`src/uqd_pkg.sv`:
```
// ----------------------------------------------------------------------------
// uqd_pkg
// Shared widths, codes, state and control types of the micro-op queue.
// ----------------------------------------------------------------------------
package uqd_pkg;

   // default sizing
   localparam int QUEUE_DEPTH_DEF  = 32;
   localparam int MAX_DISPATCH_DEF = 8;

   // field widths
   localparam int OPCODE_W = 2;
   localparam int CODE_W   = 32;
   localparam int SEQ_W    = 32;
   localparam int SLOTS_W  = 6;
   localparam int REASON_W = 4;
   localparam int KIND_W   = 2;
   localparam int OCC_W    = 6;
   localparam int CAP_W    = 6;
   localparam int DW_W     = 4;
   localparam int LIM_W    = 5;
   localparam int ENTRY_W  = CODE_W + SEQ_W + 1;

   // configuration port
   localparam int CSR_IDX_W  = 1;
   localparam int CSR_DATA_W = 6;
   localparam logic [CSR_IDX_W-1:0] CSR_QUEUE_CAPACITY = 1'd0;
   localparam logic [CSR_IDX_W-1:0] CSR_DISPATCH_WIDTH = 1'd1;
   localparam logic [CAP_W-1:0]     CAP_RESET = 6'd16;
   localparam logic [DW_W-1:0]      DW_RESET  = 4'd4;

   // request opcodes
   localparam logic [OPCODE_W-1:0] OP_ENQUEUE  = 2'd0;
   localparam logic [OPCODE_W-1:0] OP_DISPATCH = 2'd1;
   localparam logic [OPCODE_W-1:0] OP_SQUASH   = 2'd2;
   localparam logic [OPCODE_W-1:0] OP_STATUS   = 2'd3;

   // response kinds
   localparam logic [KIND_W-1:0] KIND_STATUS   = 2'd0;
   localparam logic [KIND_W-1:0] KIND_DISPATCH = 2'd1;
   localparam logic [KIND_W-1:0] KIND_SQUASH   = 2'd2;

   typedef enum logic [1:0] {
      ST_IDLE,
      ST_EXEC,
      ST_SCAN,
      ST_EMIT
   } uqd_state_type;

   // controller to datapath
   typedef struct packed {
      logic ready;
      logic accept;
      logic exec;
      logic pop;
      logic emit;
   } uqd_cmd_type;

   // datapath to controller
   typedef struct packed {
      logic in_dispatch;
      logic out_free;
      logic scan_go;
      logic emit_last;
   } uqd_status_type;

endpackage

```
`src/uqd_ctrl.sv`:
```
// ----------------------------------------------------------------------------
// uqd_ctrl
// Sequencer: accept, single-result ops, dispatch scan and result emission.
// ----------------------------------------------------------------------------
module uqd_ctrl
   import uqd_pkg::*;
(
   input  logic           clock,
   input  logic           reset,
   input  logic           req_valid,
   input  uqd_status_type status,
   output uqd_cmd_type    cmd
);
   uqd_state_type state_ff, state_in;

   always_ff @(posedge clock) begin
      if (reset) begin
         state_ff <= ST_IDLE;
      end else begin
         state_ff <= state_in;
      end
   end

   // next state
   always_comb begin
      state_in = state_ff;
      unique case (state_ff)
         ST_IDLE: begin
            if (req_valid) begin
               state_in = status.in_dispatch ? ST_SCAN : ST_EXEC;
            end
         end
         ST_EXEC: begin
            if (status.out_free) begin
               state_in = ST_IDLE;
            end
         end
         ST_SCAN: begin
            if (!status.scan_go) begin
               state_in = ST_EMIT;
            end
         end
         ST_EMIT: begin
            if (status.out_free && status.emit_last) begin
               state_in = ST_IDLE;
            end
         end
      endcase
   end

   // outputs
   always_comb begin
      cmd = '0;
      unique case (state_ff)
         ST_IDLE: begin
            cmd.ready  = 1'b1;
            cmd.accept = req_valid;
         end
         ST_EXEC: cmd.exec = status.out_free;
         ST_SCAN: cmd.pop  = status.scan_go;
         ST_EMIT: cmd.emit = status.out_free;
      endcase
   end
endmodule

```
`config.mk`:
```
export PLATFORM = sky130hd
export DESIGN_NAME = uqd_ctrl
export DESIGN_NICKNAME = d
export VERILOG_FILES = /design/src/uqd_pkg.sv /design/src/uqd_ctrl.sv
export SDC_FILE = /design/constraint.sdc
export NUM_CORES = 1
export LEC_CHECK = 0
export ABC_AREA = 1
export BUFFER_PORTS_ARGS = -buffer_cell sky130_fd_sc_hd__buf_2
export CAP_MARGIN = 20
export CORE_AREA = 2 2 39 41
export DETAILED_ROUTE_END_ITERATION = 8
export DIE_AREA = 0 0 41 43
export GPL_TIMING_DRIVEN = 0
export SLEW_MARGIN = 5
export SYNTH_ARGS = -nofsm -noshare
export SYNTH_HDL_FRONTEND = slang
export SYNTH_SLANG_ARGS = --single-unit
export TNS_END_PERCENT = 100
```
`constraint.sdc`:
```
create_clock -name clock -period 1 [get_ports clock]
set_input_delay 0.25 -clock clock [delete_from_list [all_inputs] [get_ports clock]]
set_output_delay 0.25 -clock clock [all_outputs]
set_load 0.005 [all_outputs]
```
* Word level (Yosys, flattened, before mapping) *
Cells that the tools add are included.

storage, ports and cells
  register bits = 2
  output and inout bits = 5
  logic and storage cells = 21

operators by class
  eq/ne operators = 7
  muxes and demuxes = 10
  reductions and logical operators = 3

operators by type and width
  operator            count
  $mux 2              6
  $ne 2x2->1 const B  4
  $pmux 2 s4          1
  $eq 2x2->1 const B  2
  $reduce_and 4->1    1
  $mux 1              3
  $eq 2x1->1 const B  1
  $logic_not 2->1     1
  $logic_and 1x1->1   1

* Logic depth before layout (Yosys ltp) *
Gate-level depths: netlist of the first run.

  word-level depth = 3
  depth in mapped cells = 7

* Least setup slack after synthesis of the first run *
OpenSTA, ideal clock, no wires.

  kind = flip-flop to flip-flop
  from = register state_ff[1]
  to = register state_ff[0]
  library setup time = 0.115 ns
  data arrival time = 0.834 ns
  slack = 0.051 ns
  cell stages (with the launch flop) = 8
  clock period less this slack = 0.949 ns
  path through = dfxtp_1 -> nor2_1 -> nand2_1 -> nand2_2 -> inv_2 -> nand2_2 -> o21ai_0 -> inv_1

on the way
  cells in the longest elaborated chain, start to end = 3
  elaborated cells on any way between the ends = 10

RTL lines
  element                                   RTL line        RTL
  from (decl)                               uqd_ctrl.sv:14  uqd_state_type state_ff, state_in;
  from (signal assigned)                    uqd_ctrl.sv:20  state_ff <= state_in;
  $eq 2x2->1, or another cell as far along  uqd_ctrl.sv:27  unique case (state_ff)
  $ne 2x2->1 (no line)                      --
  $reduce_and 4->1 (no line)                --

Several ways; a longest one is shown, not always the timed one.
A chain may end at the register's enable or synchronous reset.

==> results.md, run 1 <==
* Area of the multi-input gates at 123 um2
* EDFF count, synth at 0
* Total of fill cells in the finished design at 167
* Worst path arrival time at 880 ps
* Max IR drop VDD at 0.270 mV
* Most frequent cells after synthesis: inv_1 (8), nand2_1 (7), nor2_1 (3), nor3_1 (3)
* H-tree depth at 1
* Data required time of the worst path at 750 ps
* Number of optimization iterations in the first detailed-route pass at 2
* Setup clock skew after layout at 0.552 ps
* Post-layout worst setup margin at -135 ps
* Leakage power figure at 0.000196 uW
* Worst-margin pin slew at 152 ps
* Iteration-0 DRC Markers at 2
* Die height at 43 um
* Signed area change from the synthesized netlist to the final layout at 111%
* Clock tree from TritonCTS: yes
* Vias in the first global route at 230
* Post-synthesis instance area at 163 um2
* Slew Limit Headroom at 89.8%
* Clock Latency Late Sink at 230 ps
* Routed vias at 257
* Status: finished with violations
* Number of clock sinks seen by CTS at 2
* Hold/Removal Path Class: input port to flip-flop
* Cell types occupying the most area after synthesis: dfxtp_1 (25%), inv_1 (18%), nand2_1 (16%)
* Buffers on Ports at 11
* Die extent in x at 41 um
* Overflow left after global routing at 0
* Global routing usage summed across all routing layers at 7.72%
* Effective utilization at floorplan at 11.8%
* Violated checks: setup timing
* Biggest register: state_ff
* Storage element area at 47.5 um2
* Worst setup EP type: primary output
* Worst hold path stage count at 2
* Critical Path Start Type: flip-flop
* Share of flip-flops with an asynchronous set or reset at 0%
* Post-route antenna net violation count at 0
* Crit share post-route at 113%
* Sum of routed wire length over all layers at 511 um
* Sequential share of the synthesized area at 24.6%
* Total of endpoints with negative setup slack in the final report at 6
* Antenna diode count at 0
* Boundary pin count at 12
* Final period demand of the worst path at 1130 ps
* Critical path buffer and inverter count at 1
* Crit Path Category: flip-flop to primary output
* Core area at 1380 um2
* Clock root buffer: clkbuf_4
* FF-to-FF path depth at 7
* Pwr/cell area at 1510 nW/um2
* CP max stage delay at 360 ps
* RSZ-0062 raised after global routing: true
* DIE AREA at 1760 um2
* Flip-flop count of the largest register after layout at 2
* CP Depth at 2
* Number of CTS-inserted buffers at 3
* Average cell area after synthesis at 5.42 um2
* Cell Chain, Critical Path: nor3_2 > buf_2
* Number of storage elements in the synthesis netlist at 2
* First-pass GRT wire length at 772 um
* Peak Freq at 881 MHz
* Routed via count divided by cell count at 4.02
* Post-synthesis cell type with the largest combined area: dfxtp_1
* Final number of max-transition violations at 0
* Largest registers: state_ff (2)
* Final weighted congestion in routability-driven placement at 0.609
* Cell family with most CP delay: flip-flops
* WL per Instance at 7.98 um
* Largest net degree at the start of global routing at 7
* DRC violations left at 0
* Cell row count at 14
* Master of the slowest instance on the critical path: dfxtp_4
* Clock Pin Slew Worst Setup and Hold Paths at 30 ps
* Worst Hold Margin at 208 ps
* Yosys cell types at 10
* Detail Placement HPWL at 324 um
* Synth Instances at 30
* Total design power at 517 uW
* Net count of the mapped netlist at 37
* Synth warn at 0
* Largest driver fanout on the critical path at 6
* Max Cap Viol at 0
* Fin. Hold Viols at 0
* Total number of nets in the final design at 57
* CTS Buffer Depth at 2
* Dominant cell by count in the synthesized netlist: inv_1
* Fraction of layout instances using a drive strength above 1 at 68.8%
* Top FF cell, synth: dfxtp_1
* Number of antenna violations at the first check in global routing at 0
* Share of the synthesized area in the top cell type at 24.6%
[per-stage QoR]
step	TNS (ps)	std cells	util, %	setup WS (ps)	cell area [um2]
2_1_floorplan	0	30	-	51.0	163
3_3_place_gp	-91.0	57	17.2	-60.1	238
6_report	-645	64	24.8	-135	343
5_1_grt	-1090	64	24.8	-210	343
3_5_place_dp	-113	57	17.2	-70.8	238
4_1_cts	-676	63	22.9	-151	317
[final timing paths]
| kind | from | endpoint | slack, ps |
|---|---|---|---|
| worst min-delay path | reset | state_ff[1]$_SDFFE_PP0P_ | 210 |
| worst min register to register | state_ff[0]$_SDFFE_PP0P_ | state_ff[0]$_SDFFE_PP0P_ | 630 |
| worst max register to register | state_ff[1]$_SDFFE_PP0P_ | state_ff[1]$_SDFFE_PP0P_ | -30 |
| worst max-delay path | state_ff[1]$_SDFFE_PP0P_ | cmd[2] | -130 |
[cell usage in the layout, fill, tap and decap left out]
| cell type | count |
|---|---|
| dfxtp_4 | 2 |
| nor3_2 | 3 |
| inv_1 | 6 |
| nand2_1 | 5 |
| nand3_2 | 1 |
| buf_4 | 3 |
| clkbuf_4 | 3 |
| buf_2 | 11 |
| nand2_2 | 3 |
| nand3_1 | 1 |
| nor2_1 | 3 |
| nand2_4 | 1 |
| inv_2 | 1 |
| buf_6 | 1 |
| inv_6 | 1 |
| o21ai_2 | 1 |
| a21oi_2 | 1 |
| inv_4 | 1 |
[what timing repair did]
action                                  in CTS  in global routing
buffers inserted                             3                  1
hold buffers                                 0                  0
pin swaps                                    3                  1
gates resized for setup                     14                  5
endpoints found under the setup margin       7                  7
[logic make-up (layout without fill, tap and decap cells)]
kind of cell | count (synthesis) | in the layout | share of synthesized area [%]
compound gates | 2 | 2 | 8.46
buf+inv | 9 | 27 | 20.8
flops | 2 | 2 | 24.6
simple gates | 17 | 17 | 46.2
[power by group]
part	leakage [uW]	switching [uW]	internal [uW]
registers	0.0000178	23.8	97.3
logic	0.000164	111	105
clock network	0.0000138	47.8	132
[layer usage]
layer	part of all wire [%]	global-route usage, %	vias to the layer above
li1	-	-	130
met1	27	3.51	115
met2	60	13.1	10
met3	9.8	6.28	2
met4	3.3	8.00	0
met5	0	0	-
[final cells by class]
type,count,area share [%]
Timing Repair Buffer,15,25.9
Tap cell,16,5.84
Clock buffer,3,6.57
Multi-Input combinational cell,19,35.8
Sequential cell,2,13.9
Inverter,9,12.0
Power figures use the tool's default switching activity.
==> run 2: changes to the inputs <==
ABC_AREA = 0   (was 1)
==> run 2 against run 1 <==
Effect of this change:
- the run still ends with setup timing left
- power fell by 23%
- flip-flop and latch count did not move
- setup slack got worse by 34 ps
- sequential share of layout area rose by 2.2 points
- critical path depth rose by 1
- critical path type unchanged
- critical endpoint is now cmd[1]
- largest cell class unchanged
==> results.md, run 2 <==
* Status: finished with violations (unchanged)
* Violated checks: setup timing (unchanged)
* Final number of max-transition violations at 0 (unchanged)
* DIE AREA at 1760 um2 (unchanged)
* Net count of the mapped netlist at 22 (was 37)
* Post-layout worst setup margin at -169 ps (was -135 ps)
* Clock tree from TritonCTS: yes (unchanged)
* Total number of nets in the final design at 42 (was 57)
* Signed area change from the synthesized netlist to the final layout at 136% (was 111%)
* Fin. Hold Viols at 0 (unchanged)
* Post-Route Setup TNS at -713 ps (was -645 ps)
* Crit Path Category: flip-flop to primary output (unchanged)
* Critical Path Start Type: flip-flop (unchanged)
* Average cell area after synthesis at 8.34 um2 (was 5.42 um2)
* Flip-flop count of the largest register after layout at 2 (unchanged)
* Crit share post-route at 117% (was 113%)
* Pwr/cell area at 1360 nW/um2 (was 1510 nW/um2)
* Part of the total power dissipated in sequential elements at 26.6% (was 23.4%)
* Largest driver fanout on the critical path at 5 (was 6)
* Routed vias at 176 (was 257)
* Iteration-0 DRC Markers at 4 (was 2)
* Post-synthesis cell type with the largest combined area: dfxtp_1 (unchanged)
* RSZ-0062 raised after global routing: true (unchanged)
* DP Area at 200 um2 (was 238 um2)
* Synth warn at 0 (unchanged)
* Core utilization of the finished layout at 21.3% (was 24.8%)
* Slew Limit Headroom at 83.0% (was 89.8%)
* Sequential share of the synthesized area at 32.0% (was 24.6%)
* Die extent in x at 41 um (unchanged)
* Total of endpoints with negative setup slack in the final report at 6 (unchanged)
* Leakage power figure at 0.000136 uW (was 0.000196 uW)
* Cell types occupying the most area after synthesis: dfxtp_1 (32%), a2111oi_2 (12%), and3_4 (9.0%) (was dfxtp_1 (25%), inv_1 (18%), nand2_1 (16%))
* Worst setup EP type: primary output (unchanged)
* Max Cap Viol at 0 (unchanged)
* Fraction of layout instances using a drive strength above 1 at 81.8% (was 68.8%)
* Buffers on Ports at 11 (unchanged)
* Number of clock sinks seen by CTS at 2 (unchanged)
* Vias in the first global route at 158 (was 230)
* Final period demand of the worst path at 1170 ps (was 1130 ps)
* Number of storage elements in the synthesis netlist at 2 (unchanged)
* Most frequent cells after synthesis: dfxtp_1 (2), nor2_1 (2) (was inv_1 (8), nand2_1 (7), nor2_1 (3), nor3_1 (3))
* Clock Latency Late Sink at 220 ps (was 230 ps)
* Net switching power at 109 uW (was 182 uW)
* Antenna diode count at 0 (unchanged)
* Worst-margin pin slew at 255 ps (was 152 ps)
* Core area at 1380 um2 (unchanged)
* Total of hold buffers inserted after clock tree synthesis at 0 (unchanged)
* Synth Instances at 15 (was 30)
* Routed via count divided by cell count at 3.59 (was 4.02)
* Share of the synthesized area in the top cell type at 32.0% (was 24.6%)
* Number of antenna violations at the first check in global routing at 0 (unchanged)
* Largest registers: state_ff (2) (unchanged)
* Largest net degree at the start of global routing at 7 (unchanged)
* Hold/Removal Path Class: input port to flip-flop (unchanged)
* Yosys cell types at 13 (was 10)
* Detail Placement HPWL at 294 um (was 324 um)
* Sum of routed wire length over all layers at 445 um (was 511 um)
* Combinational fraction of design power at 28.3% (was 41.7%)
* H-tree depth at 1 (unchanged)
* Post-synthesis instance area at 125 um2 (was 163 um2)
* Global routing usage summed across all routing layers at 5.91% (was 7.72%)
* Biggest register: state_ff (unchanged)
* Clock Pin Slew Worst Setup and Hold Paths at 30 ps (about the same)
* EDFF count, synth at 0 (unchanged)
* Max IR drop VDD at 0.294 mV (was 0.270 mV)
* Data required time of the worst path at 750 ps (about the same)
* Peak Freq at 856 MHz (was 881 MHz)
* Top FF cell, synth: dfxtp_1 (unchanged)
* First-pass GRT wire length at 648 um (was 772 um)
* Most frequent standard cell in the layout excluding fill and tap cells: buf_2 (unchanged)
* Number of CTS-inserted buffers at 3 (unchanged)
* Share of flip-flops with an asynchronous set or reset at 0% (unchanged)
* Cell row count at 14 (unchanged)
* Sw frac at 27.2% (was 35.2%)
* Die height at 43 um (unchanged)
* WL per Instance at 9.08 um (was 7.98 um)
* Number of optimization iterations in the first detailed-route pass at 2 (unchanged)
* Post-route antenna net violation count at 0 (unchanged)
* Final weighted congestion in routability-driven placement at 0.607 (was 0.609)
* DRC violations left at 0 (unchanged)
* Worst path arrival time at 920 ps (was 880 ps)
* Post-route standard cell area excluding fillers at 295 um2 (was 343 um2)
* Setup clock skew after layout at 2.19 ps (was 0.552 ps)
* Part of the total power dissipated in the clock network at 45.2% (was 34.8%)
* CTS Buffer Depth at 2 (unchanged)
* Commonest cells after routing, fill and taps aside: buf_2 (10), clkbuf_4 (3), buf_4 (3) (was buf_2 (11), inv_1 (6), nand2_1 (5))
* Clock root buffer: clkbuf_4 (unchanged)
* Overflow left after global routing at 0 (unchanged)
* Internal power contribution at 292 uW (was 335 uW)
* Effective utilization at floorplan at 9.04% (was 11.8%)
* Boundary pin count at 12 (unchanged)
## run 2: cell types whose count changed after synthesis, sizes merged, moves of 2 or more
cell,delta
nor3,-3
nand3,-2
nand2,-8
inv,-7
and3,+2
## run 2: power by group through the flow
stage / registers, uW / clock network, uW / logic (uW)
floorplan: 97.7 / 0 / 35.4
CTS: 104 / 192 / 104
global route: 108 / 203 / 124
detailed placement: 100 / 0 / 69.2
finish: 106 / 181 / 113
global placement: 99.9 / 0 / 67.5
## run 2: layout make-up
class | count | area, um2
Tap cell | 16 | 20.0
Timing Repair Buffer | 15 | 95.1
Clock buffer | 3 | 22.5
Inverter | 2 | 7.51
Fill cell | 156 | 1090
Multi-Input combinational cell | 11 | 103
Sequential cell | 2 | 47.5
## run 2: cell families (layout without fill, tap and decap cells)
logic type | count (synthesis) | after routing | synth area share, %
and+or+nand+nor | 7 | 7 | 34.0
AOI/OAI and AO/OA | 4 | 4 | 28.0
DFF | 2 | 2 | 32.0
buffers and inverters | 2 | 20 | 5.99
## run 2: what timing repair did
| item | in CTS | in global routing |
|---|---|---|
| resized for setup | 9 | 2 |
| pin swaps | 3 | 1 |
| setup buffers | 3 | 1 |
| hold endpoints to repair | 0 | 0 |
| endpoints found under the setup margin | 6 | 6 |
## run 2: critical path, stage by stage (launching register included)
cell and delay, ps:
dfxtp_4 380, inv_2 40, and3_4 160, buf_6 110
## run 2: metrics by stage
stage	std cells	hold slack (ps)	worst slack (ps)	total power, uW
after floorplan	15	326	33.7	133
after global placement	42	446	-38.6	167
after detailed placement	42	459	-37.1	170
after CTS	48	226	-170	401
after global routing	49	229	-202	436
final	49	237	-169	401
## run 2: worst paths after layout
| check | from | endpoint | slack (ps) | depth (start not counted) |
|---|---|---|---|---|
| worst min-delay path | status[0] | state_ff[1]$_SDFFE_PP0P_ | 240 | 2 |
| worst max-delay path | state_ff[0]$_SDFFE_PP0P_ | cmd[1] | -170 | 3 |
| worst min register to register | state_ff[0]$_SDFFE_PP0P_ | state_ff[1]$_SDFFE_PP0P_ | 510 | 1 |
| worst max register to register | state_ff[0]$_SDFFE_PP0P_ | state_ff[0]$_SDFFE_PP0P_ | -50 | 4 |
## run 2: routing by layer
layer / up-vias / wire, um / track usage, %
met2: 11 / 176 / 5.94
met4: 0 / 0 / 6.00
met5: - / 0 / 0
met1: 72 / 212 / 7.99
met3: 0 / 57 / 3.14
li1: 93 / - / -
